==> config.mk <==
export PLATFORM = sky130hd
export DESIGN_NAME = mqtt_server_packet_parser_unit
export DESIGN_NICKNAME = d
export VERILOG_FILES = /design/src/rtl/mspp_pkg.sv /design/src/rtl/mspp_fifo.sv /design/src/rtl/mspp_front.sv /design/src/rtl/mspp_back.sv /design/src/rtl/mqtt_server_packet_parser_unit.sv
export SDC_FILE = /design/constraint.sdc
export NUM_CORES = 1
export LEC_CHECK = 0
export BUFFER_PORTS_ARGS = -buffer_cell sky130_fd_sc_hd__buf_2
export CAP_MARGIN = 20
export CORE_UTILIZATION = 63
export DETAILED_ROUTE_END_ITERATION = 10
export HOLD_SLACK_MARGIN = 0.03
export PLACE_DENSITY = 0.81
export SYNTH_ARGS = -nofsm -noshare
export SYNTH_HDL_FRONTEND = slang
export SYNTH_SLANG_ARGS = --single-unit
export TNS_END_PERCENT = 100
==> constraint.sdc <==
create_clock -name clk -period 7.9 [get_ports clk]
set_input_delay 0 -clock clk [delete_from_list [all_inputs] [get_ports clk]]
set_output_delay 0 -clock clk [all_outputs]
set_load 0.02 [all_outputs]
==> src/rtl/mspp_pkg.sv <==
// Shared types, codes and reply tables of the MQTT server packet parser.
// No dependencies; used by every module of the block but mspp_fifo.
package mspp_pkg;

  localparam int unsigned JOB_DEPTH_DEF = 4;
  localparam logic [27:0] MAX_LEN_RST   = 28'd16383;

  // Result kinds
  localparam logic [1:0] KIND_REPLY = 2'd0;
  localparam logic [1:0] KIND_TOPIC = 2'd1;
  localparam logic [1:0] KIND_MSG   = 2'd2;
  localparam logic [1:0] KIND_EVT   = 2'd3;

  // Event codes
  localparam logic [3:0] ST_DONE        = 4'd0;
  localparam logic [3:0] ST_DISC        = 4'd1;
  localparam logic [3:0] ST_CLOSED      = 4'd2;
  localparam logic [3:0] ERR_LENGTH     = 4'd3;
  localparam logic [3:0] ERR_TYPE       = 4'd4;
  localparam logic [3:0] ERR_FLAGS      = 4'd5;
  localparam logic [3:0] ERR_PROTO      = 4'd6;
  localparam logic [3:0] ERR_RESERVED   = 4'd7;
  localparam logic [3:0] ERR_CONNFLAGS  = 4'd8;
  localparam logic [3:0] ERR_MALFORMED  = 4'd9;
  localparam logic [3:0] ERR_SUBOPT     = 4'd10;
  localparam logic [3:0] ERR_DUP        = 4'd11;
  localparam logic [3:0] ERR_QOS3       = 4'd12;
  localparam logic [3:0] ERR_QOS2       = 4'd13;
  localparam logic [3:0] ERR_DISCONNECT = 4'd14;

  // Packet types
  localparam logic [3:0] T_CONNECT    = 4'd1;
  localparam logic [3:0] T_PUBLISH    = 4'd3;
  localparam logic [3:0] T_SUBSCRIBE  = 4'd8;
  localparam logic [3:0] T_PINGREQ    = 4'd12;
  localparam logic [3:0] T_DISCONNECT = 4'd14;

  typedef enum logic [2:0] {
    RP_NONE     = 3'd0,
    RP_CONNACK  = 3'd1,
    RP_SUBACK   = 3'd2,
    RP_PUBACK   = 3'd3,
    RP_PINGRESP = 3'd4
  } reply_t;

  typedef struct packed {
    logic       cmd;
    logic [7:0] rx_byte;
  } in_t;

  typedef struct packed {
    logic [1:0] kind;
    logic [7:0] data;
    logic [3:0] status;
    logic       last;
  } out_t;

  // Work handed from the parser to the result sequencer
  typedef struct packed {
    logic        stream_v;
    logic [1:0]  stream_kind;
    logic [7:0]  stream_data;
    reply_t      reply;
    logic [15:0] pid;
    logic        evt_v;
    logic [3:0]  evt_st;
  } job_t;

  localparam int unsigned JOB_W = $bits(job_t);

  function automatic logic [2:0] reply_len(input reply_t r);
    logic [2:0] n;
    unique case (r)
      RP_CONNACK:  n = 3'd4;
      RP_SUBACK:   n = 3'd5;
      RP_PUBACK:   n = 3'd6;
      RP_PINGRESP: n = 3'd2;
      default:     n = 3'd0;
    endcase
    return n;
  endfunction

  function automatic logic [7:0] reply_byte(input reply_t r, input logic [2:0] idx,
                                            input logic [15:0] pid);
    logic [7:0] d;
    d = 8'h00;
    unique case (r)
      RP_CONNACK: begin
        if (idx == 3'd0) d = 8'h20;
        else if (idx == 3'd1) d = 8'h02;
      end
      RP_SUBACK: begin
        if (idx == 3'd0) d = 8'h90;
        else if (idx == 3'd1) d = 8'h03;
        else if (idx == 3'd2) d = pid[15:8];
        else if (idx == 3'd3) d = pid[7:0];
      end
      RP_PUBACK: begin
        if (idx == 3'd0) d = 8'h40;
        else if (idx == 3'd1) d = 8'h04;
        else if (idx == 3'd2) d = pid[15:8];
        else if (idx == 3'd3) d = pid[7:0];
      end
      RP_PINGRESP: begin
        if (idx == 3'd0) d = 8'hD0;
      end
      default: d = 8'h00;
    endcase
    return d;
  endfunction

endpackage

==> src/rtl/mspp_fifo.sv <==
// Small register queue carrying parser jobs to the result sequencer.
// Depends on nothing but its parameters.
module mspp_fifo #(
  parameter int unsigned WIDTH = 8,
  parameter int unsigned DEPTH = 4
) (
  input  logic             clk,
  input  logic             rst_n,
  input  logic             push,
  input  logic [WIDTH-1:0] wdata,
  output logic             full,
  input  logic             pop,
  output logic [WIDTH-1:0] rdata,
  output logic             empty
);
  localparam int unsigned AW = (DEPTH > 1) ? $clog2(DEPTH) : 1;
  localparam int unsigned CW = $clog2(DEPTH + 1);

  logic [WIDTH-1:0] mem_r [DEPTH];
  logic [AW-1:0]    wp_r, rp_r;
  logic [CW-1:0]    cnt_r;
  logic             do_push, do_pop;

  assign full    = (cnt_r == CW'(DEPTH));
  assign empty   = (cnt_r == '0);
  assign do_push = push && !full;
  assign do_pop  = pop && !empty;
  assign rdata   = mem_r[rp_r];

  // Store request data
  always_ff @(posedge clk) begin
    if (do_push) mem_r[wp_r] <= wdata;
  end

  // Advance pointers and count
  always_ff @(posedge clk) begin
    if (!rst_n) begin
      wp_r  <= '0;
      rp_r  <= '0;
      cnt_r <= '0;
    end else begin
      if (do_push) wp_r <= (wp_r == AW'(DEPTH - 1)) ? '0 : wp_r + AW'(1);
      if (do_pop)  rp_r <= (rp_r == AW'(DEPTH - 1)) ? '0 : rp_r + AW'(1);
      cnt_r <= cnt_r + CW'(do_push) - CW'(do_pop);
    end
  end
endmodule

==> src/rtl/mspp_front.sv <==
// Byte parser: fixed header, body checks and job generation per byte.
// Depends on mspp_pkg.
module mspp_front (
  input  logic          clk,
  input  logic          rst_n,
  input  logic          accept,
  input  mspp_pkg::in_t in_item,
  input  logic          cfg_we,
  input  logic [27:0]   cfg_wdata,
  output logic          job_push,
  output mspp_pkg::job_t job
);
  import mspp_pkg::*;

  typedef enum logic [24:0] {
    PH_IDLE     = 25'h0000001,
    PH_LEN      = 25'h0000002,
    PH_C_NLEN   = 25'h0000004,
    PH_C_NAME   = 25'h0000008,
    PH_C_VER    = 25'h0000010,
    PH_C_FLAGS  = 25'h0000020,
    PH_C_KA     = 25'h0000040,
    PH_C_IDLEN  = 25'h0000080,
    PH_C_ID     = 25'h0000100,
    PH_C_WTLEN  = 25'h0000200,
    PH_C_WT     = 25'h0000400,
    PH_C_WMLEN  = 25'h0000800,
    PH_C_WM     = 25'h0001000,
    PH_C_DONE   = 25'h0002000,
    PH_S_ID     = 25'h0004000,
    PH_S_TLEN   = 25'h0008000,
    PH_S_TOPIC  = 25'h0010000,
    PH_S_OPT    = 25'h0020000,
    PH_P_TLEN   = 25'h0040000,
    PH_P_TOPIC  = 25'h0080000,
    PH_P_PID    = 25'h0100000,
    PH_P_MSG    = 25'h0200000,
    PH_SKIP     = 25'h0400000,
    PH_D_REASON = 25'h0800000,
    PH_D_DONE   = 25'h1000000
  } phase_t;

  phase_t      phase_r, phase_nxt;
  logic [3:0]  pkt_type_r, pkt_type_nxt;
  logic [3:0]  hdr_flags_r, hdr_flags_nxt;
  logic [27:0] bytes_left_r, bytes_left_nxt;
  logic [1:0]  lbi_r, lbi_nxt;
  logic [15:0] field_left_r, field_left_nxt;
  logic        will_r, will_nxt;
  logic [15:0] packet_id_r, packet_id_nxt;
  logic [2:0]  name_pos_r, name_pos_nxt;
  logic        halted_r, halted_nxt;
  logic [27:0] max_len_r;

  logic [7:0]  b;
  logic [15:0] t_val, fl_dec;
  logic        t_done, failed, fin, fin_ok, hdr;
  logic [1:0]  qos;
  logic [27:0] len_add;
  logic [7:0]  name_ch;

  assign b      = in_item.rx_byte;
  assign qos    = hdr_flags_r[2:1];
  assign t_done = lbi_r[0];
  assign t_val  = t_done ? {field_left_r[15:8], b} : {b, 8'h00};
  assign fl_dec = field_left_r - 16'd1;

  // Expected protocol name character
  always_comb begin
    unique case (name_pos_r[1:0])
      2'd0:    name_ch = 8'h4D;
      2'd1:    name_ch = 8'h51;
      default: name_ch = 8'h54;
    endcase
  end

  // Weight the length digit
  always_comb begin
    unique case (lbi_r)
      2'd0:    len_add = {21'd0, b[6:0]};
      2'd1:    len_add = {14'd0, b[6:0], 7'd0};
      2'd2:    len_add = {7'd0, b[6:0], 14'd0};
      default: len_add = {b[6:0], 21'd0};
    endcase
  end

  // Parse one byte and build its job
  always_comb begin
    phase_nxt      = phase_r;
    pkt_type_nxt   = pkt_type_r;
    hdr_flags_nxt  = hdr_flags_r;
    bytes_left_nxt = bytes_left_r;
    lbi_nxt        = lbi_r;
    field_left_nxt = field_left_r;
    will_nxt       = will_r;
    packet_id_nxt  = packet_id_r;
    name_pos_nxt   = name_pos_r;
    halted_nxt     = halted_r;
    job            = '0;
    job.reply      = RP_NONE;
    failed         = 1'b0;
    fin            = 1'b0;
    fin_ok         = 1'b0;
    hdr            = 1'b0;

    if (accept && !halted_r) begin
      if (in_item.cmd) begin
        job.evt_v      = 1'b1;
        job.evt_st     = ST_CLOSED;
        phase_nxt      = PH_IDLE;
        lbi_nxt        = 2'd0;
        bytes_left_nxt = '0;
      end else if (phase_r == PH_IDLE) begin
        pkt_type_nxt   = b[7:4];
        hdr_flags_nxt  = b[3:0];
        bytes_left_nxt = '0;
        lbi_nxt        = 2'd0;
        phase_nxt      = PH_LEN;
      end else if (phase_r == PH_LEN) begin
        bytes_left_nxt = bytes_left_r | len_add;
        if (b[7] && lbi_r != 2'd3) lbi_nxt = lbi_r + 2'd1;
        else hdr = 1'b1;
      end else begin
        if (bytes_left_r != '0) bytes_left_nxt = bytes_left_r - 28'd1;
        unique case (phase_r)
          PH_C_NLEN: begin
            field_left_nxt = t_val;
            lbi_nxt        = t_done ? 2'd0 : 2'd1;
            if (t_done) begin
              if (t_val != 16'd4) begin
                failed = 1'b1; job.evt_st = ERR_PROTO;
              end else begin
                name_pos_nxt = 3'd0; phase_nxt = PH_C_NAME;
              end
            end
          end
          PH_C_NAME: begin
            if (b != name_ch) begin
              failed = 1'b1; job.evt_st = ERR_PROTO;
            end else begin
              name_pos_nxt = name_pos_r + 3'd1;
              if (name_pos_r + 3'd1 >= 3'd4) phase_nxt = PH_C_VER;
            end
          end
          PH_C_VER: phase_nxt = PH_C_FLAGS;
          PH_C_FLAGS: begin
            will_nxt = b[2];
            if (b[0]) begin
              failed = 1'b1; job.evt_st = ERR_RESERVED;
            end else if (b[7:6] != 2'b00) begin
              failed = 1'b1; job.evt_st = ERR_CONNFLAGS;
            end else phase_nxt = PH_C_KA;
          end
          PH_C_KA, PH_C_IDLEN, PH_C_WTLEN, PH_C_WMLEN, PH_S_ID, PH_S_TLEN,
          PH_P_TLEN, PH_P_PID: begin
            field_left_nxt = t_val;
            lbi_nxt        = t_done ? 2'd0 : 2'd1;
            if (t_done) begin
              case (phase_r)
                PH_C_KA:    phase_nxt = PH_C_IDLEN;
                PH_C_IDLEN: phase_nxt = (t_val != '0) ? PH_C_ID :
                                        (will_r ? PH_C_WTLEN : PH_C_DONE);
                PH_C_WTLEN: phase_nxt = (t_val != '0) ? PH_C_WT : PH_C_WMLEN;
                PH_C_WMLEN: phase_nxt = (t_val != '0) ? PH_C_WM : PH_C_DONE;
                PH_S_ID: begin
                  packet_id_nxt = t_val; phase_nxt = PH_S_TLEN;
                end
                PH_S_TLEN:  phase_nxt = (t_val != '0) ? PH_S_TOPIC : PH_S_OPT;
                PH_P_TLEN:  phase_nxt = (t_val != '0) ? PH_P_TOPIC :
                                        ((qos == 2'd1) ? PH_P_PID : PH_P_MSG);
                default: begin
                  packet_id_nxt = t_val; phase_nxt = PH_P_MSG;
                end
              endcase
            end
          end
          PH_C_ID, PH_C_WT, PH_C_WM, PH_S_TOPIC, PH_P_TOPIC: begin
            field_left_nxt = fl_dec;
            if (phase_r == PH_P_TOPIC) begin
              job.stream_v    = 1'b1;
              job.stream_kind = KIND_TOPIC;
              job.stream_data = b;
            end
            if (fl_dec == '0) begin
              case (phase_r)
                PH_C_ID:    phase_nxt = will_r ? PH_C_WTLEN : PH_C_DONE;
                PH_C_WT:    phase_nxt = PH_C_WMLEN;
                PH_C_WM:    phase_nxt = PH_C_DONE;
                PH_S_TOPIC: phase_nxt = PH_S_OPT;
                default:    phase_nxt = (qos == 2'd1) ? PH_P_PID : PH_P_MSG;
              endcase
            end
          end
          PH_C_DONE: begin
            failed = 1'b1; job.evt_st = ERR_MALFORMED;
          end
          PH_S_OPT: begin
            if (b[7:1] != '0) begin
              failed = 1'b1; job.evt_st = ERR_SUBOPT;
            end else phase_nxt = PH_S_TLEN;
          end
          PH_P_MSG: begin
            job.stream_v    = 1'b1;
            job.stream_kind = KIND_MSG;
            job.stream_data = b;
          end
          PH_SKIP: ;
          PH_D_REASON: begin
            if (b != 8'd0) begin
              failed = 1'b1; job.evt_st = ERR_DISCONNECT;
            end else phase_nxt = PH_D_DONE;
          end
          PH_D_DONE: begin
            failed = 1'b1; job.evt_st = ERR_DISCONNECT;
          end
          default: begin
            phase_nxt = PH_IDLE; lbi_nxt = 2'd0;
          end
        endcase
        if (!failed && phase_nxt != PH_IDLE && bytes_left_nxt == '0) fin = 1'b1;
      end

      // Check the completed fixed header
      if (hdr) begin
        lbi_nxt = 2'd0;
        if (bytes_left_nxt > max_len_r) begin
          failed = 1'b1; job.evt_st = ERR_LENGTH;
        end else begin
          case (pkt_type_r)
            T_CONNECT: begin
              if (hdr_flags_r != 4'd0) begin
                failed = 1'b1; job.evt_st = ERR_FLAGS;
              end else phase_nxt = PH_C_NLEN;
            end
            T_SUBSCRIBE: begin
              if (hdr_flags_r != 4'd2) begin
                failed = 1'b1; job.evt_st = ERR_FLAGS;
              end else phase_nxt = PH_S_ID;
            end
            T_PINGREQ: begin
              if (hdr_flags_r != 4'd0) begin
                failed = 1'b1; job.evt_st = ERR_FLAGS;
              end else phase_nxt = PH_SKIP;
            end
            T_PUBLISH: begin
              if (qos == 2'd0 && hdr_flags_r[3]) begin
                failed = 1'b1; job.evt_st = ERR_DUP;
              end else if (qos == 2'd3) begin
                failed = 1'b1; job.evt_st = ERR_QOS3;
              end else if (qos == 2'd2) begin
                failed = 1'b1; job.evt_st = ERR_QOS2;
              end else phase_nxt = PH_P_TLEN;
            end
            T_DISCONNECT: phase_nxt = PH_D_REASON;
            default: begin
              failed = 1'b1; job.evt_st = ERR_TYPE;
            end
          endcase
        end
        if (!failed && bytes_left_nxt == '0) fin = 1'b1;
      end

      // Close the packet: send replies and the end event, or flag it malformed
      if (fin) begin
        case (phase_nxt)
          PH_C_DONE, PH_P_MSG, PH_SKIP, PH_D_REASON, PH_D_DONE: fin_ok = 1'b1;
          PH_S_TLEN: fin_ok = (lbi_nxt == 2'd0);
          default:   fin_ok = 1'b0;
        endcase
        if (!fin_ok) begin
          failed = 1'b1; job.evt_st = ERR_MALFORMED;
        end else begin
          job.evt_v  = 1'b1;
          job.evt_st = ST_DONE;
          job.pid    = packet_id_nxt;
          case (pkt_type_r)
            T_CONNECT:   job.reply = RP_CONNACK;
            T_SUBSCRIBE: job.reply = RP_SUBACK;
            T_PUBLISH:   job.reply = (qos == 2'd1) ? RP_PUBACK : RP_NONE;
            T_PINGREQ:   job.reply = RP_PINGRESP;
            default:     job.evt_st = ST_DISC;
          endcase
          phase_nxt = PH_IDLE;
          lbi_nxt   = 2'd0;
        end
      end

      // Halt on a fatal check
      if (failed) begin
        job.evt_v  = 1'b1;
        halted_nxt = 1'b1;
        phase_nxt  = PH_IDLE;
        lbi_nxt    = 2'd0;
      end
    end
  end

  assign job_push = job.stream_v || job.evt_v;

  // Hold parser state
  always_ff @(posedge clk) begin
    if (!rst_n) begin
      phase_r      <= PH_IDLE;
      pkt_type_r   <= '0;
      hdr_flags_r  <= '0;
      bytes_left_r <= '0;
      lbi_r        <= '0;
      field_left_r <= '0;
      will_r       <= 1'b0;
      packet_id_r  <= '0;
      name_pos_r   <= '0;
      halted_r     <= 1'b0;
      max_len_r    <= MAX_LEN_RST;
    end else begin
      phase_r      <= phase_nxt;
      pkt_type_r   <= pkt_type_nxt;
      hdr_flags_r  <= hdr_flags_nxt;
      bytes_left_r <= bytes_left_nxt;
      lbi_r        <= lbi_nxt;
      field_left_r <= field_left_nxt;
      will_r       <= will_nxt;
      packet_id_r  <= packet_id_nxt;
      name_pos_r   <= name_pos_nxt;
      halted_r     <= halted_nxt;
      if (cfg_we) max_len_r <= cfg_wdata;
    end
  end
endmodule

==> src/rtl/mspp_back.sv <==
// Result sequencer: expands one job into its result items, one per cycle
// while the receiver keeps up. Depends on mspp_pkg.
module mspp_back (
  input  logic           clk,
  input  logic           rst_n,
  input  mspp_pkg::job_t job,
  input  logic           job_empty,
  output logic           job_pop,
  output logic           out_empty,
  input  logic           out_pop,
  output mspp_pkg::out_t out_item
);
  import mspp_pkg::*;

  logic [2:0] seq_r, rpos, nrep, total;
  logic       out_v_r, gen, is_last;
  out_t       res, out_r;

  assign nrep    = reply_len(job.reply);
  assign total   = 3'(job.stream_v) + nrep + 3'(job.evt_v);
  assign rpos    = seq_r - 3'(job.stream_v);
  assign is_last = (seq_r == total - 3'd1);
  assign gen     = !job_empty && (!out_v_r || out_pop);
  assign job_pop = gen && is_last;

  // Pick the result at the current position
  always_comb begin
    res      = '0;
    res.last = is_last;
    if (job.stream_v && seq_r == 3'd0) begin
      res.kind = job.stream_kind;
      res.data = job.stream_data;
    end else if (rpos < nrep) begin
      res.kind = KIND_REPLY;
      res.data = reply_byte(job.reply, rpos, job.pid);
    end else begin
      res.kind   = KIND_EVT;
      res.status = job.evt_st;
    end
  end

  // Advance through the job and hold the result for the receiver
  always_ff @(posedge clk) begin
    if (!rst_n) begin
      seq_r   <= '0;
      out_v_r <= 1'b0;
    end else if (gen) begin
      out_v_r <= 1'b1;
      seq_r   <= is_last ? 3'd0 : seq_r + 3'd1;
    end else if (out_pop) begin
      out_v_r <= 1'b0;
    end
  end

  always_ff @(posedge clk) begin
    if (gen) out_r <= res;
  end

  assign out_empty = !out_v_r;
  assign out_item  = out_r;
endmodule

==> src/rtl/mqtt_server_packet_parser_unit.sv <==
// MQTT server packet parser: one client byte or peer close per request.
// Usage:
//   Input queue: drive in_item and in_push; a request is taken at a clock edge
//   where in_push is high and in_full is low, at up to one byte per cycle.
//   Result queue: while out_empty is low the oldest result sits on out_item;
//   out_pop takes it. A request yields zero to eight results; the final one
//   carries last.
//   The parser takes one byte per cycle while in_full is low; the sequencer
//   gives one result per cycle while the receiver keeps up, so a burst of up
//   to eight results drains while the job queue (JOB_DEPTH entries) absorbs
//   further bytes.
//   When the receiver stalls, the job queue fills and in_full rises.
//   cfg_we / cfg_wdata set the largest accepted remaining length; write only
//   while idle.
//   Reset (rst_n low, synchronous) clears the parser to await a header,
//   empties both queues, and restores the limit to 16383. A fatal error
//   event halts the parser until the next reset.
//   Depends on mspp_pkg, mspp_front, mspp_fifo and mspp_back.
module mqtt_server_packet_parser_unit #(
  parameter int unsigned JOB_DEPTH = mspp_pkg::JOB_DEPTH_DEF
) (
  input  logic           clk,
  input  logic           rst_n,
  input  logic           in_push,
  output logic           in_full,
  input  mspp_pkg::in_t  in_item,
  output logic           out_empty,
  input  logic           out_pop,
  output mspp_pkg::out_t out_item,
  input  logic           cfg_we,
  input  logic [27:0]    cfg_wdata
);
  import mspp_pkg::*;

  logic accept, job_push, job_full, job_empty, job_pop;
  job_t job_in, job_out;
  logic [JOB_W-1:0] job_rd;

  assign in_full = job_full;
  assign accept  = in_push && !job_full;
  assign job_out = job_t'(job_rd);

  mspp_front u_front (
    .clk       (clk),
    .rst_n     (rst_n),
    .accept    (accept),
    .in_item   (in_item),
    .cfg_we    (cfg_we),
    .cfg_wdata (cfg_wdata),
    .job_push  (job_push),
    .job       (job_in)
  );

  mspp_fifo #(
    .WIDTH (JOB_W),
    .DEPTH (JOB_DEPTH)
  ) u_fifo (
    .clk   (clk),
    .rst_n (rst_n),
    .push  (job_push),
    .wdata (job_in),
    .full  (job_full),
    .pop   (job_pop),
    .rdata (job_rd),
    .empty (job_empty)
  );

  mspp_back u_back (
    .clk       (clk),
    .rst_n     (rst_n),
    .job       (job_out),
    .job_empty (job_empty),
    .job_pop   (job_pop),
    .out_empty (out_empty),
    .out_pop   (out_pop),
    .out_item  (out_item)
  );

`ifndef NO_ASSERTIONS
  a_byte_status: assert property (@(posedge clk) disable iff (!rst_n)
    !out_empty && out_item.kind != KIND_EVT |-> out_item.status == 4'd0)
    else $error("byte result carries a status");
  a_evt_data: assert property (@(posedge clk) disable iff (!rst_n)
    !out_empty && out_item.kind == KIND_EVT |-> out_item.data == 8'd0)
    else $error("event carries data");
  a_queue_sane: assert property (@(posedge clk) disable iff (!rst_n)
    !(job_full && job_empty))
    else $error("job queue both full and empty");
  a_pop_has_job: assert property (@(posedge clk) disable iff (!rst_n)
    job_pop |-> !job_empty)
    else $error("job popped from empty queue");
`endif
endmodule
==> impl.org, run 1 <==
** Critical path
- The worst setup path is captured at a register.
- Required time reported for the critical path endpoint :: 8.37 ns
- Largest fanout of any net on the critical path :: 27
- Reg2Reg Launch Point :: u_front.phase_r[7]$_SDFFE_PN0P_
- For flop-to-flop paths, the worst setup slack is 0.56 ns.
- Cells along the critical path :: nor3_1, and4_1, a31o_2, o21ai_0, a211oi_1, inv_1, ha_1, o211ai_1, a211o_1, o211ai_1, o211ai_1, nand2_1, a22oi_1, or4b_1, o21a_1, ha_1, inv_1, fa_1, xor2_1, xnor2_1, nor2_1
- STA classifies the critical path startpoint as a register.
- Critical path's largest stage delay :: 0.91 ns
- Cell at the slowest stage of the critical path :: nor3_1
- Kind of cell adding the most delay to the critical path :: compound AO/OA/AOI/OAI gates
- Data arrival time of the worst path :: 7.81 ns
- Startpoint-to-endpoint class of the critical path :: register to register
- Among the stages of the critical path, the cell type that occurs most often is o211ai_1.
- FF-to-FF End :: u_fifo.cnt_r[2]$_SDFF_PN0_
- The number of cells on the worst reg-to-reg path is 21.
- Critical path buffers and inverters :: 2

** STA
- The number of max-slew violations in the final report was 0.
- Max frequency :: 136 MHz
- The smallest clock period supported by the final layout is computed as 7.34 ns.
- After routing, the total negative slack on setup checks comes to 0 ns.
- Max Clock Skew :: 0.0313 ns
- The worst pin sits at a relative slew slack of 25.6%.
- The number of hold violations in the final report came to 0.
- Setup repair after global routing left no endpoint under its margin.
- Setup violations remaining at the end of the flow were counted as 0.
- The worst path uses 92.9% of the clock period.
- Worst Max-Slew Pin Slew :: 1.11 ns

** Clocking
- H-tree levels :: 1
- Clock-pin slew was measured on the worst setup and hold paths at 0.07 ns.
- Worst-skew pair later-pin latency :: 0.60 ns
- TritonCTS built the clock tree.
- The cell sitting at the root of the clock tree is a clkbuf_16.
- The longest clock path from root to sink contains 3 buffers.
- The number of clock buffers added by TritonCTS is 31.
- Number of sinks driven by the clock tree :: 296
- # resized after CTS :: 0

** Synth
- The share of synthesized area in the top cell type comes to 26.7%.
- The largest total area in the synthesized netlist belongs to edfxtp_1.
- In the post-synthesis netlist, the biggest area contributors are edfxtp_1 (27%), dfxtp_1 (16%), mux4_2 (4.5%), nor2_1 (4.4%), ha_1 (4.0%).
- Counting every net in the synthesized netlist gives 1,968.
- Synth Area per Inst :: 9.34 um^2
- Synthesis produced 1,868 cells.
- For this run, asynchronously set or reset flops after synthesis account for 0%.
- Number of unique standard cell types used by synthesis :: 99
- Number of flops mapped to enable cells by yosys :: 155
- After synthesis, flip-flops and latches occupy 42.8% of the total area.
- Most used flip-flop cell after synthesis :: edfxtp_1
- The Yosys step of the flow raised 0 warnings.
- Cell with the most instances after synthesis :: nor2_1
- Cell Area, Synth :: 17,500 um^2
- By count the netlist is led by nor2_1 (203), edfxtp_1 (155), nand2_1 (154).
- Seq cells post-synth :: 296

** Route
- Total routed wirelength :: 57,700 um
- First-pass iteration count of the detailed router :: 8
- The detail route stage leaves a number of antenna-violating nets equal to 0.
- The routed layout has 16.1k vias.
- DR DRC count :: 0
- Violation count after the first detailed-route iteration :: 2,008
- In the final routed layout, each cell accounts on average for 25.2 um.
- After detailed routing, the number of vias per cell comes to 7.03.

** Global routing
- For this run, the total global-route usage over all layers was measured as 40.6%.
- Global routing finished with a remaining overflow of 0.
- The first global-routing pass estimated 88,800 um of wire.
- Vias in the first global route :: 15.4k
- Entering global routing, the biggest net connects 53 pins.
- The initial antenna violation count is 0.

** Floorplan
- Placeable core region :: 27,000 um^2
- Pin placement for this block handled 59 I/O pins.
- The initialized floorplan defines 60 standard-cell rows.
- In this run the horizontal extent of the chip is 168 um.
- Starting density of the core :: 64.6%
- The die is 168 um tall.
- Full die area :: 28,400 um^2

** Outcome
- Run status :: finished clean

** Power
- IR Drop Worst-Case VDD :: 0.219 mV
- Dividing total power by cell area gives a power density of 238 nW/um^2.
- Power comes to 4.65 mW.
- The analysis attributes to cell leakage a power of 7.28 nW.

** Layout
- The post-route netlist has 12.6% of its cells at a drive strength greater than 1.
- Final nets :: 2,025
- Relative to the synthesized area, the layout overhead comes to 12.2%.
- The repair_antennas step left the layout with diodes totalling 0.

** Flow run
- Across the run, the number of max-cap violations was 0.

** Worst hold path
- Min-delay src :: in_item[8]
- Along the worst hold path, the cell count comes to 3.
- Worst Hold Class :: input port to register
- The worst hold path terminates at u_front.phase_r[5]$_SDFFE_PN0P_.

** Placed design
- Weighted congestion reported at the end of routability-driven placement :: 1.01
- Dpl hpwl :: 38,400 um
- Buffers placed on the I/O ports in this run total 58.
## worst register-to-register path, stage by stage (launching register included)
cell and delay, ns:
dfxtp_1 0.38, nor3_1 0.91, and4_1 0.54, a31o_2 0.64, o21ai_0 0.17, a211oi_1 0.63
inv_1 0.14, ha_1 0.33, o211ai_1 0.10, a211o_1 0.16, o211ai_1 0.16, o211ai_1 0.57
nand2_1 0.28, a22oi_1 0.45, or4b_1 0.51, o21a_1 0.30, ha_1 0.23, inv_1 0.08
fa_1 0.21, xor2_1 0.19, xnor2_1 0.18, nor2_1 0.06
## flip-flops by register name (all words and copies together) (netlist names), named ones only
name                  flops
u_front.pkt_type_r        4
u_back.out_item          15
u_front.lbi_r             2
u_fifo.rp_r               2
u_back.out_v_r            1
u_front.name_pos_r        3
u_front.phase_r          25
u_fifo.cnt_r              3
u_fifo.mem_r            140
u_front.field_left_r     16
u_front.halted_r          1
u_front.will_r            1
u_front.hdr_flags_r       4
u_fifo.wp_r               2
u_front.bytes_left_r     28
u_front.max_len_r        28
u_front.packet_id_r      16
u_back.seq_r              3
## where the power goes
part / internal (mW) / switching, mW
logic: 0.434 / 0.815
registers: 1.75 / 0.0973
clock network: 0.907 / 0.652
## area by class of cell
class	instances	area, um^2
clock buffer	42	900
sequential	296	7480
inverter	89	334
fill	1999	7450
multi-input combinational	1360	9160
timing repair buffer	147	1090
clock inverter	16	198
tap	341	427
## metal layers
metal | part of all wire (%) | global-route usage, % | vias to the layer above
li1 | - | - | 7095
met1 | 39 | 53.1 | 7729
met2 | 46 | 65.8 | 1076
met3 | 11 | 7.87 | 217
met4 | 4.9 | 17.4 | 0
met5 | 0 | 0 | -
## what timing repair did
action,CTS,global route
hold buffers,52,0
hold endpoints to repair,51,0
buffers inserted,0,0
## how the worst max path moves through the flow
stage,startpoint,endpoint,slack (ns),depth (start not counted)
6_report,u_front.phase_r[7]$_SDFFE_PN0P_,u_fifo.cnt_r[2]$_SDFF_PN0_,0.56,21
5_1_grt,u_front.bytes_left_r[0]$_SDFFE_PN0P_,u_fifo.cnt_r[2]$_SDFF_PN0_,0.28,23
4_1_cts,u_front.phase_r[7]$_SDFFE_PN0P_,u_fifo.cnt_r[2]$_SDFF_PN0_,0.84,21
3_5_place_dp,u_front.phase_r[7]$_SDFFE_PN0P_,u_fifo.cnt_r[2]$_SDFF_PN0_,0.96,21
3_3_place_gp,u_front.bytes_left_r[0]$_SDFFE_PN0P_,u_fifo.cnt_r[2]$_SDFF_PN0_,1.10,23
2_1_floorplan,u_front.phase_r[16]$_SDFFE_PN0P_,u_fifo.mem_r[0][0]$_DFFE_PP_,1.87,23
## layout by cell type, fill, tap and decap left out, types with 14 or more instances in the layout
cell / netlist / final
a211oi_1: 28 / 28
a21oi_1: 96 / 96
a31oi_1: 17 / 16
and2_1: 16 / 16
buf_2: 15 / 59
buf_4: 0 / 36
clkbuf_16: 0 / 33
dfxtp_1: 141 / 140
dlygate4sd3_1: 0 / 52
edfxtp_1: 155 / 155
ha_1: 56 / 56
inv_1: 88 / 87
mux2i_1: 43 / 43
mux4_2: 35 / 35
nand2_1: 154 / 154
nand2b_1: 27 / 27
nand3_1: 61 / 61
nand4_1: 33 / 33
nor2_1: 203 / 203
nor2b_1: 15 / 15
nor3_1: 90 / 90
nor4_1: 46 / 43
o211ai_1: 26 / 26
o21ai_0: 68 / 68
o22ai_1: 15 / 15
o31ai_1: 16 / 16
or3_1: 23 / 23
or4_1: 21 / 21
xnor2_1: 22 / 22
xor2_1: 14 / 14
## logic make-up (layout without fill, tap and decap cells)
kind of cell / count (synthesis) / in the layout / synth area share (%)
buf+inv: 212 / 294 / 4.90
compound gates: 394 / 394 / 15.2
xor+xnor: 36 / 36 / 1.81
flops: 296 / 296 / 42.8
mux: 80 / 80 / 7.11
fa+ha+maj: 58 / 58 / 4.24
simple gates: 792 / 792 / 23.9
## per-stage QoR
| step | std cells | worst slack [ns] | util (%) | hold slack (ns) | area (um^2) |
|---|---|---|---|---|---|
| floorplan | 1868 | 1.87 | - | 0.129 | 17500 |
| global placement | 2180 | 1.10 | 66.4 | 0.214 | 18000 |
| detailed placement | 2180 | 0.964 | 66.4 | 0.221 | 18000 |
| CTS | 2290 | 0.841 | 72.4 | 0.0749 | 19600 |
| global route | 2291 | 0.277 | 72.4 | 0.101 | 19600 |
| finish | 2291 | 0.562 | 72.4 | 0.105 | 19600 |
No activity file was read; power rests on OpenSTA's default activity.
==> inputs of run 2 (changes only) <==
Settings changed: MAX_ROUTING_LAYER from default to met4.
==> impl.org, run 2 (synthesis gave the netlist of run 1 again) <==
** Outcome
- Run status :: finished clean

** Clocking
- TritonCTS Buffers :: 31 (unchanged)
- The clock sink count was 296 (unchanged).
- The clock transition at the register clock pins on the worst setup and hold paths after CTS came to 0.07 ns (about the same).
- Setup fix buffers added after clock tree synthesis :: 0 (unchanged)
- Max clock buf depth :: 3 (unchanged)
- Hold Buf Count CTS :: 45 (-13%)
- Clock Root Buffer :: clkbuf_16
- TritonCTS built the clock tree.
- The source-to-sink clock delay at the later pin of the worst-skew pair came to 0.58 ns (-0.02 ns).
- H-tree levels :: 1 (unchanged)
- # resized after CTS :: 0 (unchanged)

** Global routing
- The via count of the first global-routing pass was 15.4k (-0.097%).
- The aggregate global-route resource usage is 42.0% (+1.5 points).
- Global-route wire length before repair :: 89,200 um (+0.48%)
- Antenna violations before repair :: 0 (unchanged)
- The remaining global-route overflow was 0 (unchanged).
- The largest net degree at the start of global routing was 53 (unchanged).

** Power
- The power per cell area is 233 nW/um^2 (-2.0%).
- IR Drop Worst-Case VDD :: 0.195 mV (-11%)
- The leakage power is 7.22 nW (-0.90%).

** Critical path
- Cell at the slowest stage of the critical path :: or4_1
- R2R setup slack :: 0.79 ns (+0.23 ns)
- STA classifies the critical path startpoint as a register.
- The worst setup path is captured at a register.
- Crit. Startpoint :: u_front.bytes_left_r[0]$_SDFFE_PN0P_
- End point of the critical path :: u_fifo.cnt_r[2]$_SDFF_PN0_
- R2R depth :: 23 (+9.5%)
- The endpoint identified for the worst register-to-register timing path is u_fifo.cnt_r[2]$_SDFF_PN0_.
- The maximum fanout count along the critical path is 10 (-63%).
- The startpoint identified for the worst register-to-register timing path is u_front.bytes_left_r[0]$_SDFFE_PN0P_.
- Critical path buffers and inverters :: 2 (unchanged)
- Walking the worst path, the cells encountered are inv_1, ha_1, or3b_2, or4_1, a2111oi_0, xnor2_1, o22ai_1, ha_1, nand2_1, o21ai_0, a22oi_1, nand2_1, o211ai_1, nand2_1, a22oi_1, or4b_1, o21a_1, ha_1, inv_1, fa_1, xor2_1, xnor2_1, nor2_1.
- Critical path's largest stage delay :: 0.66 ns (-0.25 ns)
- The number of cells on the critical path is 23 (+9.5%).
- Data arrival time of the worst path :: 7.54 ns (-0.27 ns)
- Startpoint-to-endpoint class of the critical path :: register to register
- Among cell families on the critical path, the largest total delay comes from compound AO/OA/AOI/OAI gates.
- Required time reported for the critical path endpoint :: 8.33 ns (-0.04 ns)

** Floorplan
- Placeable core region :: 27,000 um^2 (unchanged)
- Floorplan die height :: 168 um (unchanged)
- Die outline width :: 168 um (unchanged)
- The effective utilization at floorplan was 64.6% (unchanged).
- The overall die area is 28,400 um^2 (unchanged).
- The number of cell rows is 60 (unchanged).
- Number of I/O pins :: 59 (unchanged)

** STA
- Worst Max-Slew Pin Slew :: 1.05 ns (-0.0601 ns)
- The post-route minimum period came to 7.11 ns (-0.229 ns).
- The post-route clock period utilization is 90.0% (-2.9 points).
- Hold Fails Final Rpt :: 0 (unchanged)
- Setup slack of the critical path after layout :: 0.791 ns (+0.229 ns)
- The final-layout setup total negative slack came to 0 ns (unchanged).
- Max frequency :: 141 MHz (+3.2%)
- Final Max Slew Viols :: 0 (unchanged)
- The worst-case clock skew is 0.0316 ns (+0.000313 ns).
- Number of setup violations in the final report :: 0 (unchanged)
- Max-Slew Margin vs Limit :: 28.3% (+2.8 points)
- Unrepaired setup endpoints after global routing :: false

** Route
- The routed length per placed instance was 25.2 um (about the same).
- DR DRC count :: 0 (unchanged)
- First-pass iteration count of the detailed router :: 6 (-2)
- Post-DR vias/cell :: 6.99 (-0.59%)
- Vias after detailed routing :: 16.0k (-0.85%)
- The number of antenna-violating nets in the routed design was 0 (unchanged).
- Total routed wirelength :: 57,500 um (-0.22%)
- The number of DRC violations after detailed-routing iteration 0 is 2,269 (+13%).

** Layout
- Biggest regs :: u_fifo.mem_r (140), u_front.bytes_left_r (28), u_front.max_len_r (28)
- Flip-flop count of the largest register after layout :: 140 (unchanged)
- Fill cell total of the finished layout :: 1,980 (-0.95%)
- Most frequent cells in the layout :: nor2_1 (203), edfxtp_1 (155), nand2_1 (154)
- The net count reported at finish is 2,020 (-0.25%).
- Biggest register :: u_fifo.mem_r
- Area taken by multi-input logic gates :: 9160 um^2 (unchanged)
- From synthesis to final layout, the design area changed by 11.2%.
- The sequential standard cell area is 7480 um^2 (unchanged).
- The share of post-route cells with drive strength above 1 was 12.4% (-0.22 points).
- Count of inserted antenna diode cells :: 0 (unchanged)
- Leaving out fill and tap cells, the most frequent cell in the layout is nor2_1.

** Flow run
- Number of violations of the max-capacitance limit :: 0 (unchanged)

** Placed design
- Pre-CTS setup slack :: 1.07 ns (+0.110 ns)
- The number of buffer cells added on primary ports came to 58 (unchanged).
- The last weighted congestion value of the routability-driven placer was 1.02 (+1.8%).
- Dpl hpwl :: 38,900 um (+1.3%)

** Worst hold path
- The path class of the tightest hold or removal check is input port to register.
run 2: cell count changes in the layout (fill, tap and decap cells not counted), sizes merged:
cell / previous run / this run
dlygate4sd3: 52 / 45
clkbuf: 42 / 39
bufinv: 3 / 2
buf: 95 / 97
inv: 94 / 91
clkinv: 4 / 12
clkinvlp: 4 / 2
run 2: metal layers:
metal	track usage (%)	share of wire, %
met5	-	0
met4	19.6	4.8
met3	7.76	11
met2	65.2	46
met1	53.4	39
run 2: worst min-delay path, cell delays in order:
cell and delay, ns:
buf_2 0.35, nand2_1 0.15, a21oi_1 0.07
run 2: per-stage QoR:
step / instances / area (um^2) / power (mW) / util [%] / hold slack [ns]
2_1_floorplan: 1868 / 17500 / 2.69 / - / 0.129
3_3_place_gp: 2183 / 18000 / 3.02 / 66.5 / 0.217
3_5_place_dp: 2183 / 18000 / 3.05 / 66.5 / 0.222
4_1_cts: 2285 / 19400 / 4.48 / 71.8 / 0.0441
5_1_grt: 2285 / 19400 / 4.67 / 71.8 / 0.0713
6_report: 2285 / 19400 / 4.52 / 71.8 / 0.0790
run 2: worst min-delay path by stage:
stage	from	to	slack, ns	cells past startpoint
floorplan	cfg_wdata[0]	u_front.max_len_r[0]$_SDFFE_PN1P_	0.13	2
global placement	cfg_wdata[13]	u_front.max_len_r[13]$_SDFFE_PN1P_	0.22	3
detailed placement	cfg_wdata[2]	u_front.max_len_r[2]$_SDFFE_PN1P_	0.22	3
CTS	in_item[0]	u_front.packet_id_r[0]$_SDFFE_PN0P_	0.04	3
global route	in_item[0]	u_front.packet_id_r[0]$_SDFFE_PN0P_	0.07	3
finish	in_item[0]	u_front.packet_id_r[0]$_SDFFE_PN0P_	0.08	3
run 2: area by class of cell:
cell class                      count  area share [%]
Timing Repair Buffer              142            5.33
Sequential cell                   296            38.5
Multi-Input combinational cell   1360            47.2
Clock buffer                       39            4.20
Inverter                           89            1.72
Tap cell                          341            2.20
Clock inverter                     18           0.819
run 2: power by group:
group / switching [mW] / internal, mW
clock network: 0.626 / 0.798
registers: 0.0998 / 1.75
logic: 0.810 / 0.435
